### src/rtl/core/ees_pkg.sv
// Shared widths, codes, types and arithmetic helpers of the event energy summarizer.
// Depends on nothing; imported by the channel interfaces and the core.
package ees_pkg;

    // Accumulator width; energy sums saturate at 2^ACC_WIDTH - 1
    localparam int ACC_WIDTH = 32;

    localparam int CMD_W    = 1;
    localparam int EVENT_W  = 32;
    localparam int PRIM_W   = 4;
    localparam int LAYER_W  = 3;
    localparam int ENERGY_W = 24;
    localparam int OUT_W    = 32;
    localparam int THR_W    = 32;
    localparam int CMP_W    = (ACC_WIDTH > OUT_W) ? ACC_WIDTH : OUT_W;

    // Register file: 32-bit registers by word address; only word 0 holds a register
    localparam int REG_ADDR_W = 3;
    localparam int REG_DATA_W = 32;
    localparam logic [REG_ADDR_W-3:0] REG_THRESHOLD = 1'b0;
    localparam logic [THR_W-1:0] THRESHOLD_RESET = 32'd26214;

    // Command codes
    localparam logic [CMD_W-1:0] CMD_HIT   = 1'b0;
    localparam logic [CMD_W-1:0] CMD_FLUSH = 1'b1;

    // Tracked primaries and summed layers
    localparam logic [PRIM_W-1:0]  PRIM_FIRST  = 4'd1;
    localparam logic [PRIM_W-1:0]  PRIM_SECOND = 4'd2;
    localparam logic [LAYER_W-1:0] LAYER_ZERO  = 3'd0;
    localparam logic [LAYER_W-1:0] LAYER_ONE   = 3'd1;

    localparam logic [OUT_W-1:0] OUT_MAX = {OUT_W{1'b1}};

    typedef logic [ACC_WIDTH-1:0] acc_t;

    // Running sums of one primary within the open event group
    typedef struct packed {
        logic               seen;
        logic [LAYER_W-1:0] start_layer;
        acc_t               total;
        acc_t               layer0;
        acc_t               layer1;
    } prim_acc_t;

    localparam prim_acc_t PRIM_ACC_CLEAR = '0;

    // Add an energy deposit, sticking at the accumulator maximum
    function automatic acc_t sat_add(acc_t acc, logic [ENERGY_W-1:0] energy);
        logic [ACC_WIDTH:0] sum;
        sum = {1'b0, acc} + (ACC_WIDTH+1)'(energy);
        return sum[ACC_WIDTH] ? {ACC_WIDTH{1'b1}} : sum[ACC_WIDTH-1:0];
    endfunction

    // Clip an accumulator to the output width
    function automatic logic [OUT_W-1:0] clip_out(acc_t acc);
        logic [CMP_W-1:0] v;
        v = CMP_W'(acc);
        return (v > CMP_W'(OUT_MAX)) ? OUT_MAX : v[OUT_W-1:0];
    endfunction

    // Strict compare of a full accumulator against the threshold
    function automatic logic above_threshold(acc_t acc, logic [THR_W-1:0] thr);
        logic [CMP_W-1:0] a;
        logic [CMP_W-1:0] t;
        a = CMP_W'(acc);
        t = CMP_W'(thr);
        return a > t;
    endfunction

    // Fold one hit into the sums of its primary
    function automatic prim_acc_t prim_update(prim_acc_t cur, logic [LAYER_W-1:0] layer,
                                              logic [ENERGY_W-1:0] energy);
        prim_acc_t res;
        res = cur;
        if (!cur.seen)
        begin
            res.start_layer = layer;
        end
        res.seen  = 1'b1;
        res.total = sat_add(cur.total, energy);
        if (layer == LAYER_ZERO)
        begin
            res.layer0 = sat_add(cur.layer0, energy);
        end
        else if (layer == LAYER_ONE)
        begin
            res.layer1 = sat_add(cur.layer1, energy);
        end
        return res;
    endfunction

endpackage

### src/rtl/core/ees_channels.sv
// Valid/ready channel interfaces for hit words in and summary words out.
// Depends on ees_pkg for field widths.
interface ees_hit_if import ees_pkg::*; ();
    logic                valid;
    logic                ready;
    logic [CMD_W-1:0]    cmd;
    logic [EVENT_W-1:0]  event_number;
    logic [PRIM_W-1:0]   primary_number;
    logic [LAYER_W-1:0]  layer_number;
    logic [ENERGY_W-1:0] deposit_energy;

    modport source (
        output valid, cmd, event_number, primary_number, layer_number, deposit_energy,
        input  ready
    );
    modport sink (
        input  valid, cmd, event_number, primary_number, layer_number, deposit_energy,
        output ready
    );
endinterface

interface ees_sum_if import ees_pkg::*; ();
    logic               valid;
    logic               ready;
    logic [EVENT_W-1:0] summary_event;
    logic [OUT_W-1:0]   total_first;
    logic [LAYER_W-1:0] start_layer_first;
    logic [OUT_W-1:0]   layer0_first;
    logic [OUT_W-1:0]   layer1_first;
    logic [OUT_W-1:0]   total_second;
    logic [LAYER_W-1:0] start_layer_second;
    logic [OUT_W-1:0]   layer0_second;
    logic [OUT_W-1:0]   layer1_second;
    logic               coincidence;

    modport source (
        output valid, summary_event, total_first, start_layer_first, layer0_first,
               layer1_first, total_second, start_layer_second, layer0_second,
               layer1_second, coincidence,
        input  ready
    );
    modport sink (
        input  valid, summary_event, total_first, start_layer_first, layer0_first,
               layer1_first, total_second, start_layer_second, layer0_second,
               layer1_second, coincidence,
        output ready
    );
endinterface

### src/rtl/core/event_energy_summarizer_core.sv
// Event energy summarizer: groups hit words by event number and emits one summary
// word per closed group that saw both primaries. One word per clock is accepted;
// a word passes an input register, then the accumulate/close logic loads the group
// state and the summary register; a summary is registered as the hit or flush that
// closes its group leaves the input register. Input stalls only while a finished
// summary waits in the summary register and the sink holds ready low. Threshold
// register at byte 0 over an APB-style port, reset value 26214 (0.4 MeV in units
// of 2^-16 MeV). Depends on ees_pkg and the channel interfaces in ees_channels.sv.
module event_energy_summarizer_core
    import ees_pkg::*;
(
    input  logic                  clk,
    input  logic                  rst_n,
    ees_hit_if.sink               hit_in,
    ees_sum_if.source             sum_out,
    input  logic                  psel,
    input  logic                  penable,
    input  logic                  pwrite,
    input  logic [REG_ADDR_W-1:0] paddr,
    input  logic [REG_DATA_W-1:0] pwdata,
    output logic [REG_DATA_W-1:0] prdata,
    output logic                  pready
);

    // Input register
    logic                in_valid_reg;
    logic [CMD_W-1:0]    in_cmd_reg;
    logic [EVENT_W-1:0]  in_event_reg;
    logic [PRIM_W-1:0]   in_prim_reg;
    logic [LAYER_W-1:0]  in_layer_reg;
    logic [ENERGY_W-1:0] in_energy_reg;

    // Group state
    logic               group_open_reg, group_open_next;
    logic [EVENT_W-1:0] group_event_reg, group_event_next;
    prim_acc_t          first_reg, first_next;
    prim_acc_t          second_reg, second_next;
    logic [THR_W-1:0]   threshold_reg;

    // Summary register
    logic               out_valid_reg;
    logic [EVENT_W-1:0] out_event_reg;
    logic [OUT_W-1:0]   out_total_first_reg, out_layer0_first_reg, out_layer1_first_reg;
    logic [OUT_W-1:0]   out_total_second_reg, out_layer0_second_reg, out_layer1_second_reg;
    logic [LAYER_W-1:0] out_start_first_reg, out_start_second_reg;
    logic               out_coinc_reg;

    logic      is_flush;
    logic      close_group;
    logic      emit;
    logic      advance;
    logic      cfg_write;
    prim_acc_t base_first, base_second;

    // Close and emit decisions for the word in the input register
    assign is_flush    = (in_cmd_reg == CMD_FLUSH);
    assign close_group = group_open_reg && (is_flush || (in_event_reg != group_event_reg));
    assign emit        = close_group && first_reg.seen && second_reg.seen;
    assign advance     = in_valid_reg && (!emit || !out_valid_reg || sum_out.ready);

    assign hit_in.ready = !in_valid_reg || advance;

    // Next group state: clear on close, then fold in a hit
    always_comb
    begin
        base_first  = close_group ? PRIM_ACC_CLEAR : first_reg;
        base_second = close_group ? PRIM_ACC_CLEAR : second_reg;
        first_next  = base_first;
        second_next = base_second;
        if (is_flush)
        begin
            group_open_next  = 1'b0;
            group_event_next = '0;
        end
        else
        begin
            group_open_next  = 1'b1;
            group_event_next = in_event_reg;
            if (in_prim_reg == PRIM_FIRST)
            begin
                first_next = prim_update(base_first, in_layer_reg, in_energy_reg);
            end
            else if (in_prim_reg == PRIM_SECOND)
            begin
                second_next = prim_update(base_second, in_layer_reg, in_energy_reg);
            end
        end
    end

    // Capture a hit word
    always_ff @(posedge clk or negedge rst_n)
    begin
        if (!rst_n)
        begin
            in_valid_reg <= 1'b0;
        end
        else if (hit_in.ready)
        begin
            in_valid_reg <= hit_in.valid;
        end
    end

    always_ff @(posedge clk)
    begin
        if (hit_in.valid && hit_in.ready)
        begin
            in_cmd_reg    <= hit_in.cmd;
            in_event_reg  <= hit_in.event_number;
            in_prim_reg   <= hit_in.primary_number;
            in_layer_reg  <= hit_in.layer_number;
            in_energy_reg <= hit_in.deposit_energy;
        end
    end

    // Advance group state
    always_ff @(posedge clk or negedge rst_n)
    begin
        if (!rst_n)
        begin
            group_open_reg  <= 1'b0;
            group_event_reg <= '0;
            first_reg       <= PRIM_ACC_CLEAR;
            second_reg      <= PRIM_ACC_CLEAR;
        end
        else if (advance)
        begin
            group_open_reg  <= group_open_next;
            group_event_reg <= group_event_next;
            first_reg       <= first_next;
            second_reg      <= second_next;
        end
    end

    // Summary word handshake
    always_ff @(posedge clk or negedge rst_n)
    begin
        if (!rst_n)
        begin
            out_valid_reg <= 1'b0;
        end
        else
        begin
            if (sum_out.ready)
            begin
                out_valid_reg <= 1'b0;
            end
            if (advance && emit)
            begin
                out_valid_reg <= 1'b1;
            end
        end
    end

    // Load summary payload from the closing group
    always_ff @(posedge clk)
    begin
        if (advance && emit)
        begin
            out_event_reg         <= group_event_reg;
            out_total_first_reg   <= clip_out(first_reg.total);
            out_start_first_reg   <= first_reg.start_layer;
            out_layer0_first_reg  <= clip_out(first_reg.layer0);
            out_layer1_first_reg  <= clip_out(first_reg.layer1);
            out_total_second_reg  <= clip_out(second_reg.total);
            out_start_second_reg  <= second_reg.start_layer;
            out_layer0_second_reg <= clip_out(second_reg.layer0);
            out_layer1_second_reg <= clip_out(second_reg.layer1);
            out_coinc_reg         <= above_threshold(first_reg.total, threshold_reg) &&
                                     above_threshold(second_reg.total, threshold_reg);
        end
    end

    assign sum_out.valid              = out_valid_reg;
    assign sum_out.summary_event      = out_event_reg;
    assign sum_out.total_first        = out_total_first_reg;
    assign sum_out.start_layer_first  = out_start_first_reg;
    assign sum_out.layer0_first       = out_layer0_first_reg;
    assign sum_out.layer1_first       = out_layer1_first_reg;
    assign sum_out.total_second       = out_total_second_reg;
    assign sum_out.start_layer_second = out_start_second_reg;
    assign sum_out.layer0_second      = out_layer0_second_reg;
    assign sum_out.layer1_second      = out_layer1_second_reg;
    assign sum_out.coincidence        = out_coinc_reg;

    // Register port: write on the access cycle
    assign pready    = 1'b1;
    assign cfg_write = psel && penable && pwrite && pready;

    always_ff @(posedge clk or negedge rst_n)
    begin
        if (!rst_n)
        begin
            threshold_reg <= THRESHOLD_RESET;
        end
        else if (cfg_write)
        begin
            unique case (paddr[REG_ADDR_W-1:2])
                REG_THRESHOLD: threshold_reg <= pwdata[THR_W-1:0];
                default: ;
            endcase
        end
    end

    // Register read decode
    always_comb
    begin
        unique case (paddr[REG_ADDR_W-1:2])
            REG_THRESHOLD: prdata = REG_DATA_W'(threshold_reg);
            default:       prdata = '0;
        endcase
    end

endmodule

### src/flat_wrapper.sv
// flat-port wrapper written by rule: the top's interface ports become plain ports
module event_energy_summarizer_core_flat import ees_pkg::*;
  (clk, rst_n, psel, penable, pwrite, paddr, pwdata, prdata, pready, hit_in_valid, hit_in_cmd, hit_in_event_number, hit_in_primary_number, hit_in_layer_number, hit_in_deposit_energy, hit_in_ready, sum_out_valid, sum_out_summary_event, sum_out_total_first, sum_out_start_layer_first, sum_out_layer0_first, sum_out_layer1_first, sum_out_total_second, sum_out_start_layer_second, sum_out_layer0_second, sum_out_layer1_second, sum_out_coincidence, sum_out_ready);
  ees_hit_if hit_in_i ();
  ees_sum_if sum_out_i ();
  input  logic clk;
  input  logic rst_n;
  input  logic psel;
  input  logic penable;
  input  logic pwrite;
  input  logic [REG_ADDR_W-1:0] paddr;
  input  logic [REG_DATA_W-1:0] pwdata;
  output logic [REG_DATA_W-1:0] prdata;
  output logic pready;
  input wire logic [$bits(hit_in_i.valid)-1:0] hit_in_valid;
  input wire logic [$bits(hit_in_i.cmd)-1:0] hit_in_cmd;
  input wire logic [$bits(hit_in_i.event_number)-1:0] hit_in_event_number;
  input wire logic [$bits(hit_in_i.primary_number)-1:0] hit_in_primary_number;
  input wire logic [$bits(hit_in_i.layer_number)-1:0] hit_in_layer_number;
  input wire logic [$bits(hit_in_i.deposit_energy)-1:0] hit_in_deposit_energy;
  output wire logic [$bits(hit_in_i.ready)-1:0] hit_in_ready;
  output wire logic [$bits(sum_out_i.valid)-1:0] sum_out_valid;
  output wire logic [$bits(sum_out_i.summary_event)-1:0] sum_out_summary_event;
  output wire logic [$bits(sum_out_i.total_first)-1:0] sum_out_total_first;
  output wire logic [$bits(sum_out_i.start_layer_first)-1:0] sum_out_start_layer_first;
  output wire logic [$bits(sum_out_i.layer0_first)-1:0] sum_out_layer0_first;
  output wire logic [$bits(sum_out_i.layer1_first)-1:0] sum_out_layer1_first;
  output wire logic [$bits(sum_out_i.total_second)-1:0] sum_out_total_second;
  output wire logic [$bits(sum_out_i.start_layer_second)-1:0] sum_out_start_layer_second;
  output wire logic [$bits(sum_out_i.layer0_second)-1:0] sum_out_layer0_second;
  output wire logic [$bits(sum_out_i.layer1_second)-1:0] sum_out_layer1_second;
  output wire logic [$bits(sum_out_i.coincidence)-1:0] sum_out_coincidence;
  input wire logic [$bits(sum_out_i.ready)-1:0] sum_out_ready;
  assign hit_in_i.valid = hit_in_valid;
  assign hit_in_i.cmd = hit_in_cmd;
  assign hit_in_i.event_number = hit_in_event_number;
  assign hit_in_i.primary_number = hit_in_primary_number;
  assign hit_in_i.layer_number = hit_in_layer_number;
  assign hit_in_i.deposit_energy = hit_in_deposit_energy;
  assign hit_in_ready = hit_in_i.ready;
  assign sum_out_valid = sum_out_i.valid;
  assign sum_out_summary_event = sum_out_i.summary_event;
  assign sum_out_total_first = sum_out_i.total_first;
  assign sum_out_start_layer_first = sum_out_i.start_layer_first;
  assign sum_out_layer0_first = sum_out_i.layer0_first;
  assign sum_out_layer1_first = sum_out_i.layer1_first;
  assign sum_out_total_second = sum_out_i.total_second;
  assign sum_out_start_layer_second = sum_out_i.start_layer_second;
  assign sum_out_layer0_second = sum_out_i.layer0_second;
  assign sum_out_layer1_second = sum_out_i.layer1_second;
  assign sum_out_coincidence = sum_out_i.coincidence;
  assign sum_out_i.ready = sum_out_ready;
  event_energy_summarizer_core u_core (.clk(clk), .rst_n(rst_n), .hit_in(hit_in_i), .sum_out(sum_out_i), .psel(psel), .penable(penable), .pwrite(pwrite), .paddr(paddr), .pwdata(pwdata), .prdata(prdata), .pready(pready));
endmodule
### config.mk
export PLATFORM = sky130hd
export DESIGN_NAME = event_energy_summarizer_core_flat
export DESIGN_NICKNAME = d
export VERILOG_FILES = /design/src/rtl/core/ees_pkg.sv /design/src/rtl/core/ees_channels.sv /design/src/rtl/core/event_energy_summarizer_core.sv /design/src/flat_wrapper.sv
export SDC_FILE = /design/constraint.sdc
export NUM_CORES = 1
export LEC_CHECK = 0
export BUFFER_PORTS_ARGS = -buffer_cell sky130_fd_sc_hd__buf_2
export CAP_MARGIN = 20
export CORE_ASPECT_RATIO = 0.7
export CORE_MARGIN = 5
export CORE_UTILIZATION = 53
export DETAILED_ROUTE_END_ITERATION = 6
export PLACE_DENSITY = 0.78
export SETUP_SLACK_MARGIN = 0.5
export SLEW_MARGIN = 20
export SYNTH_ARGS = -nofsm -noshare
export SYNTH_HDL_FRONTEND = slang
export SYNTH_SLANG_ARGS = --single-unit
### constraint.sdc
create_clock -name clk -period 12.6 [get_ports clk]
set_input_delay 0.63 -clock clk [delete_from_list [all_inputs] [get_ports clk]]
set_output_delay 0.63 -clock clk [all_outputs]
set_load 0.05 [all_outputs]
==> flow_metrics.py <==
metrics = {
    "global_routing": {
        "antenna_found_initial": 3,
        "grt_pass1_vias": 23200,
        "grt-ovfl-total": 0,
        "track_usage_pct": 27.4,
        "grt_pass1_wl_um": 136000,
        "grt_max_degree": 179,
    },
    "setup_path": {
        "cp_slowest_stage_delay_ns": 0.65,
        "cp_num_buf_inv": 1,
        "startpoint_type": "register",
        "crit_family": "simple AND/OR/NAND/NOR gates",
        "path_cells": "xor2_1 -> nor4_1 -> nand4_1 -> o31ai_4 -> buf_12 -> and2_1 -> ha_1 -> fa_1 -> a21o_1 -> a31oi_1 -> a2111oi_2 -> nand3_1 -> a21oi_1 -> o221ai_2 -> nor2_4 -> nand2_1 -> o311ai_1",
        "r2r_slack_ns": 6.67,
        "crit_slowest_cell": "nor2_4",
        "required_ns": 13.11,
        "path_max_fanout": 178,
        "cp-end-kind": "register",
        "critical_path_class": "reg2reg",
        "arrival_ns": 6.44,
    },
    "pwr": {
        "finalPower_uw": 4380,
        "leakagePower_uw": 0.0167,
        "irDropWorstVdd_uv": 116,
        "power.density_nw_per_um2": 125,
    },
    "clock_network": {
        "clock_path_buffers": 3,
        "cts-resized-gates": 0,
        "numCtsBuffers": 54,
        "numClockSinks": 562,
        "cts-root-buf": "clkbuf_16",
        "clk_latency_ns": 0.62,
        "htreeDepth": 2,
        "cts_setup_buffers": 0,
        "cts_tree": "built",
        "cts_hold_buf": 0,
        "path_clk_slew_ns": 0.07,
    },
    "final_layout": {
        "final_common_cell": "nand2_1",
        "mostFrequentLayoutCells": "nand2_1, buf_2, edfxtp_1",
        "fin_util_pct": 61.6,
        "area_growth_pct": 14.8,
        "drive_gt1_share_pct": 17.2,
        "nNetsFinal": 3597,
        "fin_area_um2": 35100,
    },
    "logic_synthesis": {
        "ys_types": 91,
        "synth_area_um2": 30600,
        "synthCells": 2921,
        "synth_edf_count": 295,
        "yosys_warnings": 0,
        "postSynthAreaPerCell_um2": 10.5,
        "async_reset_ff_share_pct": 47.5,
        "ys_ff_latch": 562,
        "synthFlopType": "edfxtp_1",
        "synth_seq_area_share_pct": 50.8,
        "syn_nets": 3241,
    },
    "floorplan": {
        "die_h_um": 211,
        "pin_count": 372,
        "initial_core_util_pct": 53.7,
        "rows": 73,
        "dieWidth_um": 297,
        "fp.coreArea_um2": 57000,
        "die-area_um2": 62700,
    },
    "timing": {
        "finalHoldViolations": 5,
        "tns_ns": 0,
        "relSlewSlack_pct": 22.0,
        "max_freq_ghz": 0.169,
        "tightestPinTransition_ns": 1.17,
        "skew_ns": 0.0208,
        "setup_viol": 0,
        "whs_ns": -0.00388,
        "finalCritPeriodShare_pct": 47.0,
        "rsz0062_at_grt": "no",
        "finalCriticalPeriod_ns": 5.93,
        "slew_violations": 0,
    },
    "detailed_routing": {
        "wl_um": 88300,
        "drt_first_pass_iters": 6,
        "drtIter0Drc": 2568,
        "route.vias.total": 24300,
        "ant_nets": 0,
        "viasPerCell": 5.97,
        "drc": 0,
        "post_drt_wl_per_cell_um": 21.7,
    },
    "run_status": {
        "violations": "hold timing",
        "status": "finished, violations left",
    },
    "place": {
        "gp_congestion": 0.940,
        "placed_area_um2": 33200,
        "hpwl_um": 60800,
        "io_buffers": 368,
    },
    "run": {
        "cap_violations": 0,
    },
    "hold_path": {
        "hp-class": "in2async",
    },
}
==> cell families (layout without fill, tap and decap cells) <==
kind of cell             count (synthesis)  count (layout)  share of synthesized area (%)
flip-flops                             562             562                           50.8
buffers and inverters                  175             577                           2.34
XOR/XNOR                               152             152                           4.35
other                                    1               2                         0.0123
adder cells (fa/ha/maj)                214             214                           8.90
AND/OR/NAND/NOR                       1025            1025                           16.6
AO/OA/AOI/OAI                          757             757                           15.7
multiplexers                            35              35                           1.28
==> synthesized netlist by cell type (37+ instances only) <==
cell	instances	area share, %
nand2_1	385	4.7
edfxtp_1	295	29
dfrtp_1	259	21
ha_1	208	8.5
a21oi_1	205	3.4
o21ai_0	200	3.3
and2_1	167	3.4
nor2_1	162	2.0
a21o_1	80	2.0
xnor2_1	78	2.2
inv_1	77	0.94
xor2_1	74	2.1
clkbuf_1	57	0.70
nand3_1	54	0.88
nor3_1	45	0.74
nand4_1	37	0.76
==> layout make-up <==
| type | count | area [um^2] |
|---|---|---|
| Clock inverter | 32 | 404 |
| Multi-Input combinational cell | 2184 | 14400 |
| Inverter | 77 | 289 |
| Sequential cell | 562 | 15500 |
| Tap cell | 750 | 938 |
| Timing Repair Buffer | 398 | 2100 |
| Clock buffer | 70 | 1460 |
| Fill cell | 4643 | 21900 |
| Antenna cell | 1 | 2.50 |
==> metal layers <==
| metal | GRT usage [%] | vias to the layer above | share of wire, % |
|---|---|---|---|
| li1 | - | 11400 | - |
| met1 | 39.5 | 11700 | 44 |
| met2 | 41.8 | 1067 | 43 |
| met3 | 6.76 | 160 | 9.8 |
| met4 | 8.10 | 2 | 3.1 |
| met5 | 0 | - | 0.0079 |
==> stage by stage <==
stage,hold WS (ns),instances,setup WS (ns)
after floorplan,0.334,2921,3.97
after global placement,0.431,3971,6.57
after detailed placement,0.444,3971,6.48
final,-0.00388,4074,6.67
after global routing,0.0344,4073,6.42
after CTS,0.000937,4073,6.45
==> power by group <==
group	leakage, uW	total (uW)	internal, uW	switching [uW]
Sequential	0.00670	2090	2000	89.2
Combinational	0.00912	567	194	373
Clock	0.000907	1720	989	727
==> path summary, 6_finish.rpt <==
kind,from,endpoint,depth (start not counted)
setup / recovery,u_core.group_event_reg[27],u_core.second_reg[62],17
hold / removal,rst_n,u_core.first_reg[36],1
setup reg to reg,u_core.group_event_reg[27],u_core.second_reg[62],17
hold reg to reg,u_core.first_reg[96],u_core.sum_out.start_layer_first[0],0
max in group asynchronous,rst_n,u_core.group_event_reg[11],3
min in group clk,hit_in_event_number[14],u_core.in_event_reg[14],1
Note: power is estimated with default switching activity, not from simulation.
